`config.mk`:
```
export PLATFORM = sky130hd
export DESIGN_NAME = infix_to_postfix_converter_unit
export DESIGN_NICKNAME = d
export VERILOG_FILES = /design/src/rtl/core/itp_pkg.sv /design/src/rtl/core/itp_front.sv /design/src/rtl/core/itp_back.sv /design/src/rtl/core/infix_to_postfix_converter_unit.sv
export SDC_FILE = /design/constraint.sdc
export NUM_CORES = 1
export LEC_CHECK = 0
export ABC_AREA = 1
export ABC_CLOCK_PERIOD_IN_PS = 4600
export BUFFER_PORTS_ARGS = -buffer_cell sky130_fd_sc_hd__buf_2
export CAP_MARGIN = 20
export CORE_MARGIN = 2
export CORE_UTILIZATION = 45
export CTS_BUF_LIST = sky130_fd_sc_hd__clkbuf_2 sky130_fd_sc_hd__clkbuf_4 sky130_fd_sc_hd__clkbuf_8
export DETAILED_ROUTE_END_ITERATION = 6
export SYNTH_ARGS = -nofsm -noshare
export SYNTH_HDL_FRONTEND = slang
export SYNTH_SLANG_ARGS = --single-unit
```
`constraint.sdc`:
```
create_clock -name i_clk -period 4.6 [get_ports i_clk]
set_input_delay 0.46 -clock i_clk [delete_from_list [all_inputs] [get_ports i_clk]]
set_output_delay 0.46 -clock i_clk [all_outputs]
set_load 0.005 [all_outputs]
```
`src/rtl/core/itp_pkg.sv`:
```
// ----------------------------------------------------------------------------
// itp_pkg
// Shared types, constants and helpers of the infix to postfix converter.
// ----------------------------------------------------------------------------
package itp_pkg;

    localparam int STACK_DEPTH = 32;
    localparam int CNT_W       = $clog2(STACK_DEPTH + 1);
    localparam int ADDR_W      = $clog2(STACK_DEPTH);
    localparam int LIMIT_W     = 6;
    localparam int SYM_W       = 8;
    localparam int ERR_W       = 2;
    localparam int QUEUE_DEPTH = 4;
    localparam int QPTR_W      = $clog2(QUEUE_DEPTH);
    localparam int QCNT_W      = $clog2(QUEUE_DEPTH + 1);

    localparam logic [LIMIT_W-1:0] LIMIT_RESET = LIMIT_W'(32);

    localparam logic [ERR_W-1:0] ERR_NONE      = 2'd0;
    localparam logic [ERR_W-1:0] ERR_OVERFLOW  = 2'd1;
    localparam logic [ERR_W-1:0] ERR_UNMATCHED = 2'd2;

    localparam logic [SYM_W-1:0] CH_PLUS  = 8'h2B;
    localparam logic [SYM_W-1:0] CH_MINUS = 8'h2D;
    localparam logic [SYM_W-1:0] CH_MUL   = 8'h2A;
    localparam logic [SYM_W-1:0] CH_DIV   = 8'h2F;
    localparam logic [SYM_W-1:0] CH_MOD   = 8'h25;
    localparam logic [SYM_W-1:0] CH_POW   = 8'h5E;
    localparam logic [SYM_W-1:0] CH_OPEN  = 8'h28;
    localparam logic [SYM_W-1:0] CH_CLOSE = 8'h29;

    typedef enum logic [1:0] {
        K_ALNUM,
        K_OPEN,
        K_CLOSE,
        K_OPER
    } t_kind;

    typedef logic signed [2:0] t_rank;

    typedef struct packed {
        logic [SYM_W-1:0] sym;
        logic             last;
        t_kind            kind;
        t_rank            rank;
    } t_item;

    typedef struct packed {
        logic [SYM_W-1:0] sym;
        logic [ERR_W-1:0] err;
        logic             last;
    } t_result;

    function automatic t_rank rank_of(input logic [SYM_W-1:0] c);
        t_rank r;
        case (c)
            CH_PLUS, CH_MINUS:        r = 3'sd1;
            CH_MUL, CH_DIV, CH_MOD:   r = 3'sd2;
            CH_POW:                   r = 3'sd3;
            CH_OPEN:                  r = 3'sd0;
            default:                  r = -3'sd1;
        endcase
        return r;
    endfunction

    function automatic logic is_alnum(input logic [SYM_W-1:0] c);
        return ((c >= 8'h30) && (c <= 8'h39)) ||
               ((c >= 8'h41) && (c <= 8'h5A)) ||
               ((c >= 8'h61) && (c <= 8'h7A));
    endfunction

endpackage

```
`src/rtl/core/itp_front.sv`:
```
// ----------------------------------------------------------------------------
// itp_front
// Accepts input characters, classifies them and queues them for the back end.
// ----------------------------------------------------------------------------
module itp_front (
    input  logic                       i_clk,
    input  logic                       i_rst_n,
    input  logic                       i_s_tvalid,
    output logic                       o_s_tready,
    input  logic [itp_pkg::SYM_W-1:0]  i_s_tdata,
    input  logic                       i_s_tlast,
    output logic                       o_item_valid,
    output itp_pkg::t_item             o_item,
    input  logic                       i_item_pop
);
    import itp_pkg::*;

    t_item              r_queue [QUEUE_DEPTH];
    logic [QPTR_W-1:0]  r_wr_ptr, n_wr_ptr;
    logic [QPTR_W-1:0]  r_rd_ptr, n_rd_ptr;
    logic [QCNT_W-1:0]  r_fill, n_fill;
    logic               push;
    logic               pop;
    t_item              in_item;

    always_comb begin
        in_item.sym  = i_s_tdata;
        in_item.last = i_s_tlast;
        in_item.rank = rank_of(i_s_tdata);
        if (is_alnum(i_s_tdata)) begin
            in_item.kind = K_ALNUM;
        end else if (i_s_tdata == CH_OPEN) begin
            in_item.kind = K_OPEN;
        end else if (i_s_tdata == CH_CLOSE) begin
            in_item.kind = K_CLOSE;
        end else begin
            in_item.kind = K_OPER;
        end
    end

    assign o_s_tready   = (r_fill != QCNT_W'(QUEUE_DEPTH));
    assign push         = i_s_tvalid && o_s_tready;
    assign o_item_valid = (r_fill != '0);
    assign pop          = i_item_pop && o_item_valid;
    assign o_item       = r_queue[r_rd_ptr];

    always_comb begin
        n_wr_ptr = push ? r_wr_ptr + QPTR_W'(1) : r_wr_ptr;
        n_rd_ptr = pop  ? r_rd_ptr + QPTR_W'(1) : r_rd_ptr;
        n_fill   = r_fill;
        if (push && !pop) begin
            n_fill = r_fill + QCNT_W'(1);
        end else if (pop && !push) begin
            n_fill = r_fill - QCNT_W'(1);
        end
    end

    always_ff @(posedge i_clk) begin
        if (!i_rst_n) begin
            r_wr_ptr <= '0;
            r_rd_ptr <= '0;
            r_fill   <= '0;
        end else begin
            r_wr_ptr <= n_wr_ptr;
            r_rd_ptr <= n_rd_ptr;
            r_fill   <= n_fill;
        end
    end

    always_ff @(posedge i_clk) begin
        if (push) begin
            r_queue[r_wr_ptr] <= in_item;
        end
    end

endmodule

```
`src/rtl/core/itp_back.sv`:
```
// ----------------------------------------------------------------------------
// itp_back
// Operator stack sequencer: executes queued items, one stack step per cycle
// when not stalled; results pass a holding slot and an output register.
// ----------------------------------------------------------------------------
module itp_back (
    input  logic                        i_clk,
    input  logic                        i_rst_n,
    input  logic                        i_item_valid,
    input  itp_pkg::t_item              i_item,
    output logic                        o_item_pop,
    input  logic                        i_cfg_wr_en,
    input  logic [itp_pkg::LIMIT_W-1:0] i_cfg_wr_data,
    output logic                        o_m_tvalid,
    input  logic                        i_m_tready,
    output itp_pkg::t_result            o_result
);
    import itp_pkg::*;

    typedef enum logic [1:0] {
        S_MAIN  = 2'b01,
        S_FLUSH = 2'b10
    } t_state;

    t_state             r_state, n_state;
    logic [LIMIT_W-1:0] r_limit;
    logic [CNT_W-1:0]   r_count, n_count;
    logic [SYM_W-1:0]   r_top;
    logic [SYM_W-1:0]   r_below;
    logic [SYM_W-1:0]   r_stack [STACK_DEPTH];
    t_result            r_pend;
    logic               r_pend_v;
    t_result            r_out;
    logic               r_out_v;

    logic [CNT_W-1:0]   lim;
    logic               full;
    logic               do_emit, do_push, do_pop, act_done, finish, go;
    logic [SYM_W-1:0]   emit_sym;
    logic [ERR_W-1:0]   emit_err;
    logic [CNT_W-1:0]   count_after;
    logic               out_free, emit_ok, emit_go, move;
    logic [ADDR_W-1:0]  rd_addr;

    always_comb begin
        if ({1'b0, r_limit} > (LIMIT_W + 1)'(STACK_DEPTH)) begin
            lim = CNT_W'(STACK_DEPTH);
        end else begin
            lim = CNT_W'(r_limit);
        end
    end
    assign full = (r_count >= lim);

    always_comb begin
        do_emit  = 1'b0;
        do_push  = 1'b0;
        do_pop   = 1'b0;
        act_done = 1'b0;
        emit_sym = r_top;
        emit_err = ERR_NONE;
        unique case (r_state)
            S_MAIN: begin
                unique case (i_item.kind)
                    K_ALNUM: begin
                        do_emit  = 1'b1;
                        emit_sym = i_item.sym;
                        act_done = 1'b1;
                    end
                    K_OPEN: begin
                        act_done = 1'b1;
                        if (full) begin
                            do_emit  = 1'b1;
                            emit_sym = '0;
                            emit_err = ERR_OVERFLOW;
                        end else begin
                            do_push = 1'b1;
                        end
                    end
                    K_CLOSE: begin
                        if (r_count == '0) begin
                            do_emit  = 1'b1;
                            emit_sym = '0;
                            emit_err = ERR_UNMATCHED;
                            act_done = 1'b1;
                        end else if (r_top == CH_OPEN) begin
                            do_pop   = 1'b1;
                            act_done = 1'b1;
                        end else begin
                            do_emit = 1'b1;
                            do_pop  = 1'b1;
                        end
                    end
                    K_OPER: begin
                        if ((r_count != '0) && (rank_of(r_top) >= i_item.rank)) begin
                            do_emit = 1'b1;
                            do_pop  = 1'b1;
                        end else begin
                            act_done = 1'b1;
                            if (full) begin
                                do_emit  = 1'b1;
                                emit_sym = '0;
                                emit_err = ERR_OVERFLOW;
                            end else begin
                                do_push = 1'b1;
                            end
                        end
                    end
                endcase
            end
            S_FLUSH: begin
                do_emit = 1'b1;
                do_pop  = 1'b1;
            end
            default: begin
            end
        endcase
    end

    always_comb begin
        if (do_push) begin
            count_after = r_count + CNT_W'(1);
        end else if (do_pop) begin
            count_after = r_count - CNT_W'(1);
        end else begin
            count_after = r_count;
        end
    end

    always_comb begin
        n_state = r_state;
        finish  = 1'b0;
        unique case (r_state)
            S_MAIN: begin
                if (act_done) begin
                    if (i_item.last && (count_after != '0)) begin
                        n_state = S_FLUSH;
                    end else begin
                        finish = 1'b1;
                    end
                end
            end
            S_FLUSH: begin
                if (count_after == '0) begin
                    finish  = 1'b1;
                    n_state = S_MAIN;
                end
            end
            default: begin
                n_state = S_MAIN;
            end
        endcase
    end

    assign out_free   = !r_out_v || i_m_tready;
    assign emit_ok    = !r_pend_v || out_free;
    assign go         = i_item_valid && (!do_emit || emit_ok);
    assign emit_go    = go && do_emit;
    assign move       = r_pend_v && out_free && (r_pend.last || emit_go);
    assign o_item_pop = go && finish;
    assign n_count    = go ? count_after : r_count;
    assign rd_addr    = ADDR_W'(n_count - CNT_W'(2));

    always_ff @(posedge i_clk) begin
        if (!i_rst_n) begin
            r_state  <= S_MAIN;
            r_limit  <= LIMIT_RESET;
            r_count  <= '0;
            r_pend_v <= 1'b0;
            r_out_v  <= 1'b0;
        end else begin
            if (i_cfg_wr_en) begin
                r_limit <= i_cfg_wr_data;
            end
            if (go) begin
                r_state <= n_state;
            end
            r_count <= n_count;
            if (emit_go) begin
                r_pend_v <= 1'b1;
            end else if (move) begin
                r_pend_v <= 1'b0;
            end
            if (move) begin
                r_out_v <= 1'b1;
            end else if (i_m_tready) begin
                r_out_v <= 1'b0;
            end
        end
    end

    always_ff @(posedge i_clk) begin
        if (go && do_push) begin
            r_stack[r_count[ADDR_W-1:0]] <= i_item.sym;
        end
        r_below <= r_stack[rd_addr];
        if (go && do_push) begin
            r_top <= i_item.sym;
        end else if (go && do_pop) begin
            r_top <= r_below;
        end
        if (emit_go) begin
            r_pend.sym  <= emit_sym;
            r_pend.err  <= emit_err;
            r_pend.last <= finish;
        end else if (go && finish && r_pend_v) begin
            r_pend.last <= 1'b1;
        end
        if (move) begin
            r_out <= r_pend;
        end
    end

    assign o_m_tvalid = r_out_v;
    assign o_result   = r_out;

endmodule

```
`src/rtl/core/infix_to_postfix_converter_unit.sv`:
```
// ----------------------------------------------------------------------------
// infix_to_postfix_converter_unit
// Shunting-yard infix to postfix converter with a bounded operator stack.
// ----------------------------------------------------------------------------
// Channel   Dir  Transfer when           Carries
// s_axis    in   i_s_tvalid & o_s_tready  tdata symbol, tlast end_of_expr
// m_axis    out  o_m_tvalid & i_m_tready  tdata out_symbol, tuser error_code,
//                                         tlast last_of_run
// cfg       in   i_cfg_wr_en              stack_limit
//
// The back end takes one cycle per stack step unless it stalls: a plain
// item is one step, and each emitted pop (operator run, close parenthesis,
// end flush) one more; the '(' that a ')' discards is popped in its last step.
// The rate is set by one stack push or pop per step. A four-entry queue
// decouples input from the sequencer; results pass a holding slot and an
// output register, so the back end runs on while the output stalls until
// the slot fills. Reset empties the stack and queue and sets the limit to 32.
// ----------------------------------------------------------------------------
module infix_to_postfix_converter_unit (
    input  logic                        i_clk,
    input  logic                        i_rst_n,
    input  logic                        i_s_tvalid,
    output logic                        o_s_tready,
    input  logic [itp_pkg::SYM_W-1:0]   i_s_tdata,   // [7:0] symbol
    input  logic                        i_s_tlast,
    output logic                        o_m_tvalid,
    input  logic                        i_m_tready,
    output logic [itp_pkg::SYM_W-1:0]   o_m_tdata,   // [7:0] out_symbol
    output logic [itp_pkg::ERR_W-1:0]   o_m_tuser,   // [1:0] error_code
    output logic                        o_m_tlast,
    input  logic                        i_cfg_wr_en,
    input  logic [itp_pkg::LIMIT_W-1:0] i_cfg_wr_data
);
    import itp_pkg::*;

    t_item   item;
    logic    item_valid;
    logic    item_pop;
    t_result result;

    itp_front u_front (
        .i_clk        (i_clk),
        .i_rst_n      (i_rst_n),
        .i_s_tvalid   (i_s_tvalid),
        .o_s_tready   (o_s_tready),
        .i_s_tdata    (i_s_tdata),
        .i_s_tlast    (i_s_tlast),
        .o_item_valid (item_valid),
        .o_item       (item),
        .i_item_pop   (item_pop)
    );

    itp_back u_back (
        .i_clk         (i_clk),
        .i_rst_n       (i_rst_n),
        .i_item_valid  (item_valid),
        .i_item        (item),
        .o_item_pop    (item_pop),
        .i_cfg_wr_en   (i_cfg_wr_en),
        .i_cfg_wr_data (i_cfg_wr_data),
        .o_m_tvalid    (o_m_tvalid),
        .i_m_tready    (i_m_tready),
        .o_result      (result)
    );

    assign o_m_tdata = result.sym;
    assign o_m_tuser = result.err;
    assign o_m_tlast = result.last;

endmodule
```
==> results.cfg <==
[run_status]
status = complete, no violations

[logic_synthesis]
synth_top_area_share_pct = 59.8
synth_top_area_cell = edfxtp_1
synth.area.top_cells = edfxtp_1 60%, nand3_1 8.9%, nand2_1 8.3%, inv_1 6.8%, dfxtp_1 3.8%
ys.warnings.count = 0
yosysUniqueCellTypes = 43
ys_ff_latch = 375
synth_edf_count = 342
synthTopCellsByCount = 381 x nand2_1, 342 x edfxtp_1, 313 x inv_1
syn_nets = 1782
syn_area_mm2 = 0.0172
yosysSeqAreaShare_pct = 63.7
async_flop_share_pct = 0
syn_inst = 1740
yosysMostFrequentCell = nand2_1
syn_avg_cell_area_um2 = 9.87
ys.flop_type = edfxtp_1

[placed_design]
hpwl_um = 26300
dpl_cell_area_mm2 = 0.0184
dp_slack_ps = 355
port_buffers = 32
dp_cells = 2283
place_congestion = 0.869

[global_route]
antenna_found_initial = 0
gr-usage-all-layers_pct = 21.6
use_met2_pct = 34.0
use_met3_pct = 4.37
grt_pass1_wl_um = 64600
top_usage_layer = met2
gr-total-overflow = 0
grt_pass1_vias = 11513
grt_max_degree = 68
grt_use_met1_pct = 29.5

[critical_path]
path_class = flip-flop to flip-flop
slowest_stage = buf_4
cp_common_cell = nand2_1
required_ps = 5150
start_kind = flip-flop
cp.arrival_ps = 4650
path_max_fanout = 67
cpPeakStageDelay_ps = 620
cp-end-kind = flip-flop

[cts]
cts_buffers = 66
h-tree-depth = 3
cts_tree = built
clock-sinks = 375
insertion_delay_ps = 610
clock-root-buffer = clkbuf_8
clkTransAtPathRegs_ps = 60
cts_max_path_buffers = 3
holdBufCountCts = 0

[drt]
detail-route-antenna-nets = 0
routed_wl_um = 42100
drc_errors = 0
drt-pass1-iter-count = 5
routed_via_density = 5.05
drt_iter0_markers = 1031
drt-wirelength-per-cell_um = 17.5
vias = 12140

[finish]
finalNetCount = 1891
drive_gt1_share_pct = 14.6
fillers = 3369
diodes = 0
final_cells = 2406
area_growth_pct = 14.6
design_area_mm2 = 0.0197

[timing]
slew_headroom_pct = 31.1
setup_viol = 0
period_minus_slack_ps = 4100
fin_skew_ps = 27.8
period_share_pct = 89.1
tightestPinTransition_ps = 1020
hold_viol_final = 0
fmax_mhz = 244
setup_ws_ps = 500
drv_slew = 0

[floorplanning]
coreArea_mm2 = 0.0376
num_rows = 71
die_w_um = 199
start_util_pct = 45.7
die_area_mm2 = 0.0397
die-height_um = 199
io_pins = 33

[job]
drv_cap = 0

[min_path]
hold_path.class = primary input to flip-flop
## cell families (layout without fill, tap and decap cells)
group           Yosys count  count (layout)  synth area share (%)
buf+inv                 391             546                  9.03
fa+ha+maj                22              22                  1.65
flops                   375             375                  63.7
compound gates           92              92                  3.10
simple gates            853             853                  22.1
xor+xnor                  7               7                 0.510
## flip-flops by register name, indices dropped and copies added (netlist names), 2 cells and up, named ones only
name              cells
u_back.o_result      11
u_back.r_below        8
u_back.r_count        6
u_back.r_limit        6
u_back.r_pend        11
u_back.r_stack      256
u_back.r_state        2
u_back.r_top          8
u_front.r_fill        3
u_front.r_queue      56
u_front.r_rd_ptr      2
u_front.r_wr_ptr      2
## cell usage in the layout (no fill, tap or decap), drive strengths merged
master,instances
clkbuf,89
nand3,319
or3,1
xor2,6
ha,21
buf,112
or2,3
nand3b,3
o41ai,1
o21ai,40
xnor2,1
o22ai,10
nor2,114
and3,1
o21a,1
clkinvlp,3
a211oi,1
a21oi,23
nor3,3
a21o,2
edfxtp,342
o211ai,1
nand4,9
clkinv,22
fa,1
nor4,4
a32o,2
inv,320
nand2,396
a31oi,11
dfxtp,33
## what timing repair did
action,4_1_cts,5_1_grt
setup buffers,0,9
gates resized for setup,0,13
setup endpoints to repair,0,24
hold endpoints to repair,0,0
## worst paths after layout
check / startpoint / to / slack [ps] / cells after the start
worst max-delay path: u_back.r_top[1] / u_back.r_below[6] / 500 / 27
worst max register to register: u_back.r_top[1] / u_back.r_below[6] / 500 / 27
worst min-delay path: i_cfg_wr_data[5] / u_back.r_limit[5] / 80 / 3
worst min register to register: u_back.r_pend[8] / u_back.o_result[8] / 420 / 0
## critical path, delay by kind of cell, from the launching register on
kind	cells	cell delay, ps
buffers and inverters	4	930
adder cells (fa/ha/maj)	1	240
flip-flops	1	440
AND/OR/NAND/NOR	21	2360
AO/OA/AOI/OAI	1	60
## final cells by class
cell class | instances | area, µm² | area share (%)
timing repair buffer | 112 | 848 | 4.31
inverter | 320 | 1200 | 6.10
sequential | 375 | 10900 | 55.6
clock buffer | 89 | 1100 | 5.59
multi-input combinational | 974 | 4830 | 24.6
clock inverter | 25 | 125 | 0.636
tap | 511 | 639 | 3.25
## routing by layer
layer | wire, µm | share of wire, %
met3 | 2700 | 6.4
met1 | 18900 | 45
met2 | 19400 | 46
met5 | 0 | 0
met4 | 1140 | 2.7
## metrics by stage
| stage | hold WS, ps | setup TNS [ps] | utilization [%] |
|---|---|---|---|
| 6_report | 80.0 | 0 | 52.4 |
| 5_1_grt | 58.0 | -4.31 | 52.4 |
| 4_1_cts | 35.9 | 0 | 52.1 |
| 3_5_place_dp | 406 | 0 | 48.8 |
| 3_3_place_gp | 400 | 0 | 48.8 |
| 2_1_floorplan | 400 | 0 | - |
Power is left out: the tool's default activity adds up to more than one toggle a clock period on the data nets, which glitch-free logic cannot reach.
